==> config.mk <==
export PLATFORM = sky130hd
export DESIGN_NAME = gb3_window
export DESIGN_NICKNAME = d
export VERILOG_FILES = /design/src/gb3_pkg.sv /design/src/gb3_window.sv
export SDC_FILE = /design/constraint.sdc
export NUM_CORES = 1
export LEC_CHECK = 0
export ABC_AREA = 1
export BUFFER_PORTS_ARGS = -buffer_cell sky130_fd_sc_hd__buf_2
export CORE_ASPECT_RATIO = 2
export CORE_UTILIZATION = 53
export DETAILED_ROUTE_END_ITERATION = 12
export GPL_TIMING_DRIVEN = 0
export PLACE_DENSITY_LB_ADDON = 0.2
export SETUP_SLACK_MARGIN = 0.5
export SLEW_MARGIN = 20
export SYNTH_ARGS = -nofsm -noshare
export SYNTH_HDL_FRONTEND = slang
export SYNTH_SLANG_ARGS = --single-unit
export TNS_END_PERCENT = 50
==> constraint.sdc <==
create_clock -name clk -period 4.9 [get_ports clk]
set_input_delay 0.735 -clock clk [delete_from_list [all_inputs] [get_ports clk]]
set_output_delay 0.735 -clock clk [all_outputs]
set_load 0.01 [all_outputs]
==> src/gb3_pkg.sv <==
// gb3_pkg: shared constants, types and codes of the 3x3 Gaussian blur block.
// No dependencies; imported by every module under src.
`default_nettype none

package gb3_pkg;

  localparam int MAX_WIDTH    = 512;
  localparam int PIXEL_BITS   = 8;
  localparam int ADDR_BITS    = $clog2(MAX_WIDTH);
  localparam int DIM_BITS     = 10;
  localparam int ROW_BITS     = DIM_BITS + 1;
  localparam int CFG_IDX_BITS = 2;

  typedef logic [PIXEL_BITS-1:0]   pix_t;
  typedef logic [ADDR_BITS-1:0]    addr_t;
  typedef logic [DIM_BITS-1:0]     dim_t;
  typedef logic [ROW_BITS-1:0]     row_t;
  typedef logic [CFG_IDX_BITS-1:0] cfg_idx_t;

  typedef enum logic {
    OP_PIXEL = 1'b0,
    OP_FLUSH = 1'b1
  } op_t;

  localparam cfg_idx_t REG_IMAGE_WIDTH  = cfg_idx_t'(0);
  localparam cfg_idx_t REG_IMAGE_HEIGHT = cfg_idx_t'(1);

  localparam dim_t WIDTH_MAX = dim_t'(MAX_WIDTH);
  localparam dim_t CFG_RESET = dim_t'(512);

  // per-request decision made when the request is accepted
  typedef struct packed {
    logic push;    // shift a pixel into the row stores and window
    logic emit;    // produce a result
    logic drain;   // one-row frame: result comes straight from the middle store
    logic border;  // result is on the frame border, pass the center through
    logic last;    // result closes the frame
  } item_ctl_t;

endpackage

`default_nettype wire

==> src/gb3_window.sv <==
// gb3_window: 3x3 window (2 registered columns + new), 1-2-1 weighted sum, result select.
// Depends on gb3_pkg.
`default_nettype none

module gb3_window (
  input  logic          clk,
  input  logic          rst_n,
  input  logic          shift_en,
  input  gb3_pkg::pix_t new_up,
  input  gb3_pkg::pix_t new_mid,
  input  gb3_pkg::pix_t new_low,
  input  logic          drain,
  input  logic          border,
  input  gb3_pkg::pix_t store_pix,
  output gb3_pkg::pix_t result
);
  import gb3_pkg::*;

  localparam int SHIFT    = 4;
  localparam int SUM_BITS = PIXEL_BITS + SHIFT;

  // only the two newest columns are kept; the oldest drops out on each shift
  pix_t win_r [3][2];
  pix_t new_col [3];
  pix_t tap [3][3];
  logic [SUM_BITS-1:0] sum;

  always_comb begin
    new_col[0] = new_up;
    new_col[1] = new_mid;
    new_col[2] = new_low;
    for (int r = 0; r < 3; r++) begin
      tap[r][0] = win_r[r][0];
      tap[r][1] = win_r[r][1];
      tap[r][2] = new_col[r];
    end

    sum = SUM_BITS'(tap[0][0]) + (SUM_BITS'(tap[0][1]) << 1) + SUM_BITS'(tap[0][2])
        + (SUM_BITS'(tap[1][0]) << 1) + (SUM_BITS'(tap[1][1]) << 2)
        + (SUM_BITS'(tap[1][2]) << 1)
        + SUM_BITS'(tap[2][0]) + (SUM_BITS'(tap[2][1]) << 1) + SUM_BITS'(tap[2][2]);

    if (drain) begin
      result = store_pix;
    end else if (border) begin
      result = tap[1][1];
    end else begin
      result = sum[SUM_BITS-1:SHIFT];
    end
  end

  always_ff @(posedge clk) begin
    if (!rst_n) begin
      for (int r = 0; r < 3; r++) begin
        win_r[r][0] <= '0;
        win_r[r][1] <= '0;
      end
    end else if (shift_en) begin
      for (int r = 0; r < 3; r++) begin
        win_r[r][0] <= win_r[r][1];
        win_r[r][1] <= new_col[r];
      end
    end
  end

endmodule

`default_nettype wire

* Word-level counts from Yosys, hierarchy flattened *
Memories as Yosys holds them, arrays and structs flattened.
Index checks and enable logic that the tools add are counted.
Widths: inputs -> output; s select.

operators by class
  add/subtract/negate cells = 8
  mux-type cells = 12
  bitwise logic cells = 6

operator list
  kind            number
  $mux 8          8
  $add 12x8->12   2
  $add 12x9->12   2
  $add 11x9->12   1
  $add 12x10->12  1
  $add 10x8->11   1
  $add 8x9->10    1
  $or 1x1->1      6
  $mux 1          4

storage, ports and cells
  register bits after elaboration = 0
  bits in writable memories = 48
  input bits = 37
  output and inout bits = 8
  word-level logic and storage cells = 27
  memories kept = 1

memory list
  name   depth  width  read ports  clocked after memory_dff  write ports  line              RTL
  win_r  3      16     3           0                         3            gb3_window.sv:23  pix_t win_r [3][2];

* Longest topological paths before layout *
An unclocked memory read counts as a cell.

  depth in word-level cells = 11
  depth in mapped cells = 19

* Worst setup path after synthesis *
No wires, ideal clock.

  path type = in2out
  from = in new_up[3]
  to = out result[3]
  arrival = 4.053 ns
  data required time = 4.165 ns
  path slack = 0.112 ns
  cell stages on the path = 16
  buffers on the path = 0
  cell sequence = inv_1 fa_1 inv_1 fa_1 fa_1 inv_1 fa_1 nor2_1 nand2_1 inv_1 fa_1 nand3_1 nand2_1 a21oi_1 o21ai_1 a21oi_1

on the way
  cells in the longest elaborated chain, start to end = 9

RTL lines
  what            line              RTL
  from (decl)     gb3_window.sv:9   input gb3_pkg::pix_t new_up,
  $add 10x8->11   gb3_window.sv:38  sum = SUM_BITS'(tap[0][0]) + (SUM_BITS'(tap[0][1]) << 1) + SUM_BITS'(tap[0][2])
  $add 11x9->12   gb3_window.sv:39  + (SUM_BITS'(tap[1][0]) << 1) + (SUM_BITS'(tap[1][1]) << 2)
  $add 12x10->12  gb3_window.sv:39
  $add 12x9->12   gb3_window.sv:40  + (SUM_BITS'(tap[1][2]) << 1)
  $add 12x8->12   gb3_window.sv:41  + SUM_BITS'(tap[2][0]) + (SUM_BITS'(tap[2][1]) << 1) + SUM_BITS'(tap[2][2]);
  $add 12x9->12   gb3_window.sv:41
  $add 12x8->12   gb3_window.sv:41
  $mux 8          gb3_window.sv:45  end else if (border) begin
  $mux 8          gb3_window.sv:43  if (drain) begin
  to (decl)       gb3_window.sv:15  output gb3_pkg::pix_t result

Every way passes these cells.

* Final worst setup path *
  from = in new_low[3]
  to = out result[3]

on the way
  cells in the longest elaborated chain, start to end = 3

RTL lines
  what           line              RTL
  from (decl)    gb3_window.sv:11  input gb3_pkg::pix_t new_low,
  $add 12x8->12  gb3_window.sv:41
  $mux 8         gb3_window.sv:45
  $mux 8         gb3_window.sv:43

Every way passes these cells.

==> results_dict.tcl <==
set metrics [dict create \
    clk-insertion-delay-late_ns 0.29 \
    switching_share 0.434 \
    antenna_found_initial 0 \
    grt_max_degree 30 \
    postRouteWirelength_um 7290 \
    dp_hpwl_um 5810 \
    post_route_cells_drive_above_1_share 0.224 \
    drtAntennaViolNets 0 \
    postLayoutCoreUtil 0.654 \
    place.gp.congestion 0.832 \
    synth.area.top_cells "edfxtp_1 (39%), fa_1 (28%), inv_1 (12%), nor2_1 (5.6%), nand2_1 (4.5%)" \
    skew_ns 0.00528 \
    async_flop_share 0 \
    port_buffers 44 \
    start_util 0.555 \
    r2r_cells 2 \
    grt_pass1_vias 2715 \
    syn-num-nets 477 \
    whs_path_depth 2 \
    p_clk_frac 0.139 \
    synth-seq-area-share 0.389 \
    outcome "finished clean" \
    avgSynthCellArea_um2 9.89 \
    netlist_instances 375 \
    worst_pin_slew_ns 0.719 \
    drt-vias-per-instance 4.69 \
    dieWidth_um 61.1 \
    diodes 0 \
    max_stage_delay_ns 0.54 \
    setup_viol 0 \
    yosys-top-cells-count "inv_1 (119), nor2_1 (55), fa_1 (52), edfxtp_1 (48), nand2_1 (44)" \
    cts_buffers 5 \
    firstDrtPassIters 4 \
    hold_path.class "register to register" \
    maxCapViolCount 0 \
    tns_ns 0 \
    ys_ff_latch 48 \
    ys.flop_type "edfxtp_1" \
    synth-edff-count 48 \
    endpoint_kind "output pin" \
    internal_power_mw 1.35 \
    yosysMostFrequentCell "inv_1" \
    dieHeight_um 120 \
    syn_area_mm2 0.00371 \
    grt_usage 0.235 \
    power_density_mw_per_mm2 547 \
    slew_headroom 0.521 \
    top_register "win_r" \
    rows 42 \
    via_count 2424 \
    worst-path-buf-inv 6 \
    fmax_mhz 206 \
    cp.arrival_ns 4.12 \
    synth_top_area_frac 0.389 \
    hold_viol_final 0 \
    ioPinCount 45 \
    finalCriticalPeriod_ns 4.85 \
    cts_tree "built" \
    routedWlPerCell_um 14.1 \
    area_delta_synth_final_pct 17.7 \
    grt_pass1_wl_um 12100 \
    rsz0062_at_grt "yes" \
    period_share 0.990 \
    yosys_warnings 0 \
    reg_top3 "win_r: 48 flops" \
    htree_levels 2 \
    cpLargestDelayFamily "adder cells" \
    ys_types 20 \
    drtIter0Drc 68 \
    regArea_mm2 0.00144 \
    combPwrFrac 0.650 \
    root_buffer "clkbuf_16" \
    grt_remaining_overflow 0 \
    p_seq_frac 0.211 \
    critical_path.most_common_cell "fa_1" \
    drc 0 \
    ir_worst_vdd_mv 0.351 \
    clock_path_buffers 2 \
    power.switching_mw 1.04 \
    clkSinkCount 48 \
    hold_buffers 0 \
    nets 531 \
    critical_path_cell_count 18 \
    largest_reg_flops 48 \
    slowest_stage "fa_1" \
    netlist.top_cell.by_area "edfxtp_1" \
    path_cells "buf_8 -> inv_8 -> fa_1 -> inv_2 -> fa_1 -> fa_1 -> inv_2 -> fa_1 -> nor2_2 -> nand2_1 -> inv_2 -> fa_2 -> nand3_2 -> nand2_4 -> a21oi_1 -> o21ai_1 -> a21oi_2 -> buf_2" \
    crit_fanout 4 \
    die_area_mm2 0.00735 \
    crit_type "input pin to output pin" \
    power_leakage_nw 2.19 \
    core_mm2 0.00667 \
    slew_viol_final 0 \
    multiInputGateArea_mm2 0.00187 \
    clkTransAtPathRegs_ns 0.06 \
    nFillCells 582 \
    cp.required_ns 4.16 \
    crit_path_start_kind "input pin" \
    hold_ws_ns 0.601 \
]
[worst min-delay path: cells and delay by family, from the launching register on]
kind          cells  cell delay (ns)
buf+inv           1             0.07
flops             1             0.32
simple gates      1             0.10
[cell type report]
type,instances,area share
Clock inverter,2,0.00287
Multi-Input combinational cell,197,0.428
Timing Repair Buffer,47,0.0642
Sequential cell,48,0.330
Tap cell,88,0.0252
Inverter,123,0.110
Clock buffer,5,0.0287
Buffer,7,0.0109
[cell families after synthesis]
group / Yosys count / share of synthesized area
xor gates and xnor gates: 2 / 0.00473
AOI/OAI and AO/OA: 19 / 0.0270
adders and majority gates: 65 / 0.325
buffers and inverters: 130 / 0.138
DFF: 48 / 0.389
and+or+nand+nor: 111 / 0.117
[layout by cell type, fill, tap and decap left out, types with 3 or more instances in the layout]
| cell | netlist | routed |
|---|---|---|
| clkbuf_16 | 0 | 5 |
| nand3_1 | 11 | 9 |
| buf_2 | 3 | 43 |
| inv_2 | 2 | 14 |
| nand2_2 | 1 | 7 |
| ha_4 | 0 | 5 |
| buf_4 | 0 | 3 |
| nor2_1 | 55 | 54 |
| inv_1 | 119 | 105 |
| edfxtp_1 | 48 | 48 |
| nand2_1 | 44 | 37 |
| o21ai_1 | 3 | 3 |
| fa_2 | 0 | 3 |
| a21oi_1 | 14 | 12 |
| ha_1 | 13 | 8 |
| fa_1 | 52 | 49 |
| buf_6 | 1 | 3 |
[through the flow]
stage | instance area, µm² | total power [mW] | setup WS [ns] | std cells
final | 4360 | 2.39 | 0.0474 | 517
after global routing | 4360 | 2.64 | -0.165 | 517
after CTS | 4350 | 2.40 | 0.0314 | 517
after detailed placement | 4170 | 2.00 | -0.0660 | 508
after global placement | 4150 | 1.97 | -0.0265 | 507
after floorplan | 3820 | 1.68 | 0.378 | 375
[path summary, 6_finish.rpt]
check | endpoint | slack (ns) | startpoint
worst max-delay path | result[3] | 0.05 | new_low[3]
worst min register to register | win_r[0][8]$_SDFFCE_PN0P_ | 0.60 | win_r[0][0]$_SDFFCE_PN0P_
worst max register to register | win_r[0][25]$_SDFFCE_PN0P_ | 4.00 | win_r[0][17]$_SDFFCE_PN0P_
worst min-delay path | win_r[0][8]$_SDFFCE_PN0P_ | 0.60 | win_r[0][0]$_SDFFCE_PN0P_
[repair_timing]
item,in CTS,in global routing
endpoints found under the hold margin,0,0
setup endpoints to repair,8,8
resized for setup,10,3
cloned,0,0
buffers inserted,2,0
pin swaps,7,3
[metal layers]
metal  share of wire  GRT usage  up-vias
met5               0          0        -
met4           0.043      0.111        0
met3           0.024     0.0396       16
met2            0.61      0.450       42
met1            0.33      0.222     1166
li1                -          -     1200
[power groups by stage]
stage | clock [mW] | sequential, mW | combinational (mW)
floorplan | 0 | 0.507 | 1.18
global placement | 0 | 0.512 | 1.46
detailed placement | 0 | 0.513 | 1.49
CTS | 0.341 | 0.504 | 1.55
global route | 0.351 | 0.507 | 1.78
finish | 0.332 | 0.503 | 1.55
No activity file was read; power rests on OpenSTA's default activity.
