### src/gb3_pkg.sv
// gb3_pkg: shared constants, types and codes of the 3x3 Gaussian blur block.
// No dependencies; imported by every module under src.
`default_nettype none

package gb3_pkg;

  localparam int MAX_WIDTH    = 512;
  localparam int PIXEL_BITS   = 8;
  localparam int ADDR_BITS    = $clog2(MAX_WIDTH);
  localparam int DIM_BITS     = 10;
  localparam int ROW_BITS     = DIM_BITS + 1;
  localparam int CFG_IDX_BITS = 2;

  typedef logic [PIXEL_BITS-1:0]   pix_t;
  typedef logic [ADDR_BITS-1:0]    addr_t;
  typedef logic [DIM_BITS-1:0]     dim_t;
  typedef logic [ROW_BITS-1:0]     row_t;
  typedef logic [CFG_IDX_BITS-1:0] cfg_idx_t;

  typedef enum logic {
    OP_PIXEL = 1'b0,
    OP_FLUSH = 1'b1
  } op_t;

  localparam cfg_idx_t REG_IMAGE_WIDTH  = cfg_idx_t'(0);
  localparam cfg_idx_t REG_IMAGE_HEIGHT = cfg_idx_t'(1);

  localparam dim_t WIDTH_MAX = dim_t'(MAX_WIDTH);
  localparam dim_t CFG_RESET = dim_t'(512);

  // per-request decision made when the request is accepted
  typedef struct packed {
    logic push;    // shift a pixel into the row stores and window
    logic emit;    // produce a result
    logic drain;   // one-row frame: result comes straight from the middle store
    logic border;  // result is on the frame border, pass the center through
    logic last;    // result closes the frame
  } item_ctl_t;

endpackage

`default_nettype wire

### src/gb3_ctrl.sv
// gb3_ctrl: raster position counters, frame geometry latch and per-request decision.
// Depends on gb3_pkg.
`default_nettype none

module gb3_ctrl (
  input  logic               clk,
  input  logic               rst_n,
  input  logic               accept,
  input  gb3_pkg::op_t       op,
  input  gb3_pkg::pix_t      pix,
  input  gb3_pkg::dim_t      cfg_width,
  input  gb3_pkg::dim_t      cfg_height,
  output gb3_pkg::item_ctl_t ctl,
  output gb3_pkg::addr_t     push_col,
  output gb3_pkg::addr_t     store_addr,
  output gb3_pkg::pix_t      push_pix
);
  import gb3_pkg::*;

  addr_t in_col_r, in_col_nxt;
  row_t  in_row_r, in_row_nxt;
  addr_t out_col_r, out_col_nxt;
  dim_t  out_row_r, out_row_nxt;
  dim_t  frame_w_r, frame_w_nxt;
  dim_t  frame_h_r, frame_h_nxt;

  logic start, full, in_wrap, out_wrap;
  dim_t clamp_w, clamp_h, eff_w, eff_h, in_col_inc, out_col_inc;

  always_comb begin
    start = (in_row_r == '0) && (in_col_r == '0) && (out_row_r == '0) && (out_col_r == '0);

    clamp_w = cfg_width;
    if (cfg_width == '0) begin
      clamp_w = dim_t'(1);
    end else if (cfg_width > WIDTH_MAX) begin
      clamp_w = WIDTH_MAX;
    end
    clamp_h = (cfg_height == '0) ? dim_t'(1) : cfg_height;

    // geometry is taken from the registers only at the start of a frame
    eff_w = start ? clamp_w : frame_w_r;
    eff_h = start ? clamp_h : frame_h_r;

    full = in_row_r >= row_t'(eff_h);

    ctl.drain  = full && (eff_h == dim_t'(1));
    ctl.push   = !ctl.drain && ((op == OP_PIXEL) || full);
    // first result needs width+1 pixels already stored
    ctl.emit   = ctl.drain ||
                 (ctl.push && ((in_row_r >= row_t'(2)) ||
                               ((in_row_r == row_t'(1)) && (in_col_r != '0))));
    ctl.border = (out_row_r == '0) || (out_row_r >= eff_h - dim_t'(1)) ||
                 (out_col_r == '0) || (dim_t'(out_col_r) >= eff_w - dim_t'(1));
    ctl.last   = (out_row_r == eff_h - dim_t'(1)) &&
                 (dim_t'(out_col_r) == eff_w - dim_t'(1));

    push_col   = in_col_r;
    store_addr = ctl.drain ? out_col_r : in_col_r;
    push_pix   = full ? '0 : pix;   // pixels past the frame act as zero flushes

    in_col_inc  = dim_t'(in_col_r) + dim_t'(1);
    in_wrap     = in_col_inc == eff_w;
    out_col_inc = dim_t'(out_col_r) + dim_t'(1);
    out_wrap    = out_col_inc == eff_w;

    in_col_nxt  = in_col_r;
    in_row_nxt  = in_row_r;
    out_col_nxt = out_col_r;
    out_row_nxt = out_row_r;
    frame_w_nxt = frame_w_r;
    frame_h_nxt = frame_h_r;

    if (accept) begin
      if (start) begin
        frame_w_nxt = clamp_w;
        frame_h_nxt = clamp_h;
      end
      if (ctl.push) begin
        if (in_wrap) begin
          in_col_nxt = '0;
          in_row_nxt = in_row_r + row_t'(1);
        end else begin
          in_col_nxt = in_col_inc[ADDR_BITS-1:0];
        end
      end
      if (ctl.emit) begin
        if (ctl.last) begin
          in_col_nxt  = '0;
          in_row_nxt  = '0;
          out_col_nxt = '0;
          out_row_nxt = '0;
        end else if (out_wrap) begin
          out_col_nxt = '0;
          out_row_nxt = out_row_r + dim_t'(1);
        end else begin
          out_col_nxt = out_col_inc[ADDR_BITS-1:0];
        end
      end
    end
  end

  always_ff @(posedge clk) begin
    if (!rst_n) begin
      in_col_r  <= '0;
      in_row_r  <= '0;
      out_col_r <= '0;
      out_row_r <= '0;
      frame_w_r <= dim_t'(1);
      frame_h_r <= dim_t'(1);
    end else begin
      in_col_r  <= in_col_nxt;
      in_row_r  <= in_row_nxt;
      out_col_r <= out_col_nxt;
      out_row_r <= out_row_nxt;
      frame_w_r <= frame_w_nxt;
      frame_h_r <= frame_h_nxt;
    end
  end

endmodule

`default_nettype wire

### config.mk
export PLATFORM = sky130hd
export DESIGN_NAME = gb3_ctrl
export DESIGN_NICKNAME = d
export VERILOG_FILES = /design/src/gb3_pkg.sv /design/src/gb3_ctrl.sv
export SDC_FILE = /design/constraint.sdc
export NUM_CORES = 1
export LEC_CHECK = 0
export BUFFER_PORTS_ARGS = -buffer_cell sky130_fd_sc_hd__buf_4
export CAP_MARGIN = 40
export CORE_UTILIZATION = 28
export DETAILED_ROUTE_END_ITERATION = 7
export PLACE_DENSITY = 0.52
export SLEW_MARGIN = 10
export SYNTH_ARGS = -nofsm -noshare
export SYNTH_HDL_FRONTEND = slang
export SYNTH_SLANG_ARGS = --single-unit
### constraint.sdc
create_clock -name clk -period 8.2 [get_ports clk]
set_input_delay 0.82 -clock clk [delete_from_list [all_inputs] [get_ports clk]]
set_output_delay 0.82 -clock clk [all_outputs]
set_load 0.01 [all_outputs]
==> Word level (Yosys, flattened, before mapping) <==
Cells that the tools add are included.
{ "totals": {"output_inout_bits": 31, "register_bits": 59, "elab_cells": 68} }
{ "classes": {"reduce_logical": 25, "mux": 19, "n_addsub": 6, "bitwise": 1, "order_cmp": 5, "eq_ne": 6} }
{ "op_table": {"columns": ["operator", "count"], "rows": [
  ["2-to-1 mux 10 bit", 7],
  ["2-to-1 mux 9 bit", 7],
  ["2-to-1 mux 11 bit", 4],
  ["== test 10 bit", 3],
  ["zero test 10 bit", 3],
  ["adder 9 x 1 -> 10 bit, second input constant", 2],
  ["subtractor 10 x 1 -> 10 bit, second input constant", 2],
  ["zero test 9 bit", 2],
  ["adder 11 x 1 -> 11 bit, second input constant", 1],
  ["== test 11 x 1 -> 1 bit, second input constant", 1],
  ["greater-or-equal comparator 11 x 10 -> 1 bit", 1],
  ["greater-or-equal comparator 11 x 2 -> 1 bit, second input constant", 1],
  ["zero test 11 bit", 1],
  ["adder 10 x 1 -> 10 bit, second input constant", 1],
  ["== test 10 x 1 -> 1 bit, second input constant", 1],
  ["== test 9 x 10 -> 1 bit", 1],
  ["greater-or-equal comparator 10 bit", 1],
  ["greater-or-equal comparator 9 x 10 -> 1 bit", 1],
  ["> comparator 10 bit, second input constant", 1],
  ["nonzero test 9 bit", 1],
  ["logical AND 1 bit", 8],
  ["2-to-1 mux 8 bit", 1],
  ["logical OR 1 bit", 6],
  ["AND reduction 3 bit", 1],
  ["other kinds (4)", 4]
]} }

==> Longest topological paths before layout <==
{ "depth": {"ltp_word": 12, "depth_mapped": 26} }

==> Worst setup path after synthesis <==
OpenSTA, ideal clock, no wires.
{ "synth_timing": {"path_kind": "register to output", "from": "register in_col_r[0] (netlist: push_col[0])", "to": "output store_addr[3]", "slack_ns": 2.899, "required_time_ns": 7.380, "path_stages_with_launch": 19, "t_arrival_ns": 4.481, "path_cell_list": "dfxtp_1 clkbuf_1 inv_1 ha_1 nor4b_4 nand3_1 nor4_4 buf_2 buf_1 mux2i_1 ha_1 and3_1 a221oi_1 o21ai_0 a31oi_1 a31oi_1 nand2_1 clkbuf_1 mux2_2"} }
{ "synth_between": {"elab_chain_cells": 8, "word_cells_on_any_way": 9, "cone_classes": "order compare: 1; eq/ne: 1; mux: 2; reduce/logical: 5"} }
{ "synth_lines": {"columns": ["item", "line", "text"], "rows": [
  ["start: declaration", "gb3_ctrl.sv:20", "addr_t in_col_r, in_col_nxt;"],
  ["start signal: assignment", "gb3_ctrl.sv:112", "in_col_r <= in_col_nxt;"],
  ["zero test 9 bit (*)", "gb3_ctrl.sv:31", "start = (in_row_r == '0) && (in_col_r == '0) && (out_row_r == '0) && (out_col_r == '0);"],
  ["logical AND 1 bit (*) (3 in a row)", "gb3_ctrl.sv:31", null],
  ["2-to-1 mux 10 bit (*)", null, null],
  ["greater-or-equal comparator 11 x 10 -> 1 bit / == test 10 x 1 -> 1 bit (equally long branches)", "gb3_ctrl.sv:45, gb3_ctrl.sv:47", null],
  ["logical AND 1 bit (*)", "gb3_ctrl.sv:47", "ctl.drain = full && (eff_h == dim_t'(1));"],
  ["2-to-1 mux 9 bit (*)", "gb3_ctrl.sv:59", "store_addr = ctl.drain ? out_col_r : in_col_r;"],
  ["end: declaration", "gb3_ctrl.sv:15", "output gb3_pkg::addr_t store_addr,"]
]} }
Mark *: on every way between the ends. The rest lies on a longest branch, timed or not.

==> Flow_metrics.wiki <==
{| class="wikitable"
! Metric !! Value
|-
| Most common library cells after synthesis || sky130_fd_sc_hd__nand2_1, sky130_fd_sc_hd__dfxtp_1, sky130_fd_sc_hd__nor2_1, sky130_fd_sc_hd__ha_1, sky130_fd_sc_hd__a21oi_1
|-
| Sw Ratio || 0.478
|-
| Final Non-Filler Cells || between 1000 and 1500
|-
| Most instantiated flip-flop cell in the synthesis netlist || sky130_fd_sc_hd__dfxtp_1
|-
| Async SR Flop Fraction || 0
|-
| H-Tree Level Count || 3
|-
| Crit path required time || 7380 ps
|-
| Combinational Power Share || 0.634
|-
| Share of the synthesized area in the top cell type || 0.212
|-
| Outcome || finished clean
|-
| Count of max-cap constraint violations || 0
|-
| Ys Warns || 0
|-
| Compound-cell area share of the yosys netlist || 0.231
|-
| Die width || 143 um
|-
| CTS resizes || 0
|-
| Antenna cell count || 0
|-
| Number of buffers added on ports || 62
|-
| Internal portion of total power || roughly 1.0 mW
|-
| Part of the Yosys area used for sequential elements || 0.212
|-
| Leakage power figure || roughly 2.7 nW
|-
| Area share of fa/ha/maj cells after synthesis || 0.0877
|-
| Number of iterations in the first detailed-routing pass || 6
|-
| Fraction of layout instances using a drive strength above 1 || 0.155
|-
| Wire length of the first global-routing pass || 28.1 mm
|-
| Clock power share || 0.177
|-
| Net load switching power || 0.957 mW
|-
| TritonCTS clock tree || done
|-
| Number of standard-cell rows in the floorplan || 51
|-
| Top cells by area, synth || sky130_fd_sc_hd__dfxtp_1, sky130_fd_sc_hd__ha_1, sky130_fd_sc_hd__nand2_1, sky130_fd_sc_hd__mux2i_1, sky130_fd_sc_hd__a21oi_1
|-
| Routability congestion estimate from global placement || 0.868
|-
| Final number of max-transition violations || 0
|-
| Count of final hold-check violations || 0
|-
| Worst relative slew slack || 0.455
|-
| Initial antenna violation count || 0
|-
| Vias per std cell || 5.31
|-
| Grt ovf || 0
|-
| Clock tree skew after final layout || 9.60 ps
|-
| Mean area per synthesized cell || 7.78 um^2
|-
| Worst setup EP type || primary output
|-
| Maximum ir drop on the vdd rail || approximately 0.17 mV
|-
| Routed len/inst || 17.0 um
|-
| DRT iter0 DRCs || 310
|-
| Aggregate routed wire length || 17.3 mm
|-
| Type of origin of the critical path || register
|-
| Final design utilization || 0.334
|-
| Buffers from clock root to sink, at most || 2
|-
| Routed Antenna Nets || 0
|-
| Filler instances || 2069
|-
| Hpwl dp || 13.1 mm
|-
| Number of nets in the layout || 825
|-
| Yosys top cell by area || sky130_fd_sc_hd__dfxtp_1
|-
| Total GRT Usage || 0.178
|-
| Residual DRC || 0
|-
| Setup violation total in the final timing report || 0
|-
| Top-level port count || 63
|-
| Total via count after detailed routing || 5429
|-
| Die Outline Area || 20400 um^2
|-
| Type of the tightest min-delay check || reg -> reg
|-
| Area share of and/or/nand/nor cells after synthesis || 0.303
|-
| Post-synthesis instance area || 5560 um^2
|-
| Pin count of the biggest net entering global routing || 41
|-
| CTS Root Buffer Type || sky130_fd_sc_hd__clkbuf_16
|-
| Worst Max-Slew Pin Slew || 810 ps
|-
| Worst Setup Slack post-DPL || 2340 ps
|-
| Chip Height || ~140 um
|-
| Clk Latency, worst-skew pair || 340 ps
|-
| Starting utilization of the core area || 0.286
|-
| Number of placed instances, taps included || 1008
|-
| Core Footprint || 19500 um^2
|-
| Power Dens Cells || approximately 310 nW/um^2
|-
| Final worst path period need || 6280 ps
|-
| Number of hold buffers added after cts || 0
|-
| Post-Synth XOR/XNOR Area || 0.0598
|-
| Mux contribution to synthesized area || 0.0520
|-
| Final period utilization || 0.766
|-
| Area delta synth->final || 16.8%
|-
| Via count of the first global-routing pass || approximately 5200
|-
| Post-CTS setup buffer count || 0
|-
| Share of total power in sequential cells || 0.189
|-
| Synth Instances || a little over 700
|-
| Arrival time of the worst setup path || 5460 ps
|-
| TritonCTS Buffers || 9
|-
| Number of distinct library cells after synthesis || 75
|-
| Clock slew at the register clock pins of the worst setup and hold paths || 50 ps
|-
| Setup TNS || 0 ps
|-
| Flip-flop and latch count after synthesis || 59
|-
| Final Worst Setup Slack || ~1900 ps
|-
| Dominant cell by count in the synthesized netlist || sky130_fd_sc_hd__nand2_1
|-
| Combinational family with the most area after synthesis || simple AND/OR/NAND/NOR gates
|-
| Critical path fanouts, max || 11
|-
| Worst Setup Path Type || reg -> out
|-
| Seq. cell area || roughly 1200 um^2
|-
| Power after layout || 2.00 mW
|-
| Number of flops mapped to enable cells by yosys || 0
|-
| Maximum clock frequency || 0.159 GHz
|-
| Unrepaired setup endpoints after global routing || false
|-
| Number of nets produced by synthesis || 786
|-
| Number of sinks handled by clock tree synthesis || 59
|-
| Multi-input gate area || 4080 um^2
|}
## area by class of cell
cell class / count / share of cell area
Timing Repair Buffer: 69 / 0.0809
Clock inverter: 3 / 0.00231
Inverter: 30 / 0.0173
Clock buffer: 11 / 0.0389
Multi-Input combinational cell: 585 / 0.628
Tap cell: 265 / 0.0510
Sequential cell: 59 / 0.182
## placed cells by master (no fill, tap or decap), types with 6 or more instances in the layout
| master | instances |
|---|---|
| sky130_fd_sc_hd__xor2_1 | 18 |
| sky130_fd_sc_hd__mux2i_1 | 21 |
| sky130_fd_sc_hd__dfxtp_1 | 59 |
| sky130_fd_sc_hd__nand4_1 | 18 |
| sky130_fd_sc_hd__nor3_1 | 19 |
| sky130_fd_sc_hd__a31o_2 | 7 |
| sky130_fd_sc_hd__a211oi_1 | 10 |
| sky130_fd_sc_hd__a31oi_1 | 6 |
| sky130_fd_sc_hd__ha_1 | 39 |
| sky130_fd_sc_hd__a21o_1 | 16 |
| sky130_fd_sc_hd__and3_1 | 17 |
| sky130_fd_sc_hd__o21ai_0 | 26 |
| sky130_fd_sc_hd__mux2_2 | 7 |
| sky130_fd_sc_hd__nor4_1 | 7 |
| sky130_fd_sc_hd__a21oi_1 | 38 |
| sky130_fd_sc_hd__and2_1 | 13 |
| sky130_fd_sc_hd__o21a_1 | 16 |
| sky130_fd_sc_hd__nand2b_1 | 9 |
| sky130_fd_sc_hd__nor2b_1 | 11 |
| sky130_fd_sc_hd__clkbuf_16 | 9 |
| sky130_fd_sc_hd__or3_1 | 13 |
| sky130_fd_sc_hd__buf_4 | 68 |
| sky130_fd_sc_hd__nor2_1 | 47 |
| sky130_fd_sc_hd__xnor2_1 | 20 |
| sky130_fd_sc_hd__inv_1 | 29 |
| sky130_fd_sc_hd__nand2_1 | 74 |
| sky130_fd_sc_hd__a211o_1 | 7 |
| sky130_fd_sc_hd__nand3_1 | 37 |
## per-layer routing
| layer | track usage | vias up | part of all wire |
|---|---|---|---|
| met5 | 0 | - | 0 |
| met3 | 0.0325 | 18 | 0.046 |
| met2 | 0.288 | 135 | 0.46 |
| met4 | 0.0526 | 0 | 0.013 |
| li1 | - | 2722 | - |
| met1 | 0.240 | 2554 | 0.48 |
## registers in the layout, indices dropped and copies added (netlist names)
register   flops
frame_w_r     10
push_col       9
out_row_r     10
frame_h_r     10
out_col_r      9
in_row_r      11
## worst max-delay path: stages, from the launching register on
cell and delay, ps:
sky130_fd_sc_hd__dfxtp_1 410, sky130_fd_sc_hd__inv_1 100, sky130_fd_sc_hd__ha_1 140, sky130_fd_sc_hd__nor4b_4 360, sky130_fd_sc_hd__nand4_4 230, sky130_fd_sc_hd__nor4_4 580
sky130_fd_sc_hd__mux2i_1 650, sky130_fd_sc_hd__a21boi_1 590, sky130_fd_sc_hd__nand2_1 130, sky130_fd_sc_hd__xor2_1 160, sky130_fd_sc_hd__nand2_1 60, sky130_fd_sc_hd__o21ai_0 90
sky130_fd_sc_hd__ha_1 310, sky130_fd_sc_hd__nand4_1 180, sky130_fd_sc_hd__o31a_1 340, sky130_fd_sc_hd__o2111a_1 160, sky130_fd_sc_hd__nor3b_1 150, sky130_fd_sc_hd__a22oi_1 300
sky130_fd_sc_hd__buf_4 190
## worst paths after layout
| check | start | endpoint | slack, ps | depth (start not counted) |
|---|---|---|---|---|
| setup / recovery | push_col[0]$_SDFFE_PN0P_ | ctl[1] | 1920 | 18 |
| setup reg to reg | push_col[0]$_SDFFE_PN0P_ | push_col[0]$_SDFFE_PN0P_ | 2460 | 20 |
| hold reg to reg | frame_h_r[3]$_SDFFE_PN0P_ | frame_h_r[3]$_SDFFE_PN0P_ | 490 | 2 |
| hold / removal | frame_h_r[3]$_SDFFE_PN0P_ | frame_h_r[3]$_SDFFE_PN0P_ | 490 | 2 |
## cell families after synthesis
group,Yosys count
xor gates and xnor gates,38
and+or+nand+nor,299
buffers and inverters,71
adders and majority gates,39
AOI/OAI and AO/OA,181
DFF,59
muxes,28
## stage by stage
step	hold slack (ps)	instance area [um^2]
after global placement	483	6200
final	491	6490
after global routing	517	6490
after floorplan	458	5560
after CTS	493	6490
after detailed placement	484	6230
## power by group through the flow
stage | Combinational [mW] | Sequential [mW] | Clock [mW]
3_3_place_gp | 1.26 | 0.384 | 0
5_1_grt | 1.41 | 0.385 | 0.377
2_1_floorplan | 0.988 | 0.346 | 0
3_5_place_dp | 1.26 | 0.384 | 0
4_1_cts | 1.26 | 0.378 | 0.363
6_report | 1.27 | 0.379 | 0.353
Note: power is estimated with default switching activity, not from simulation.
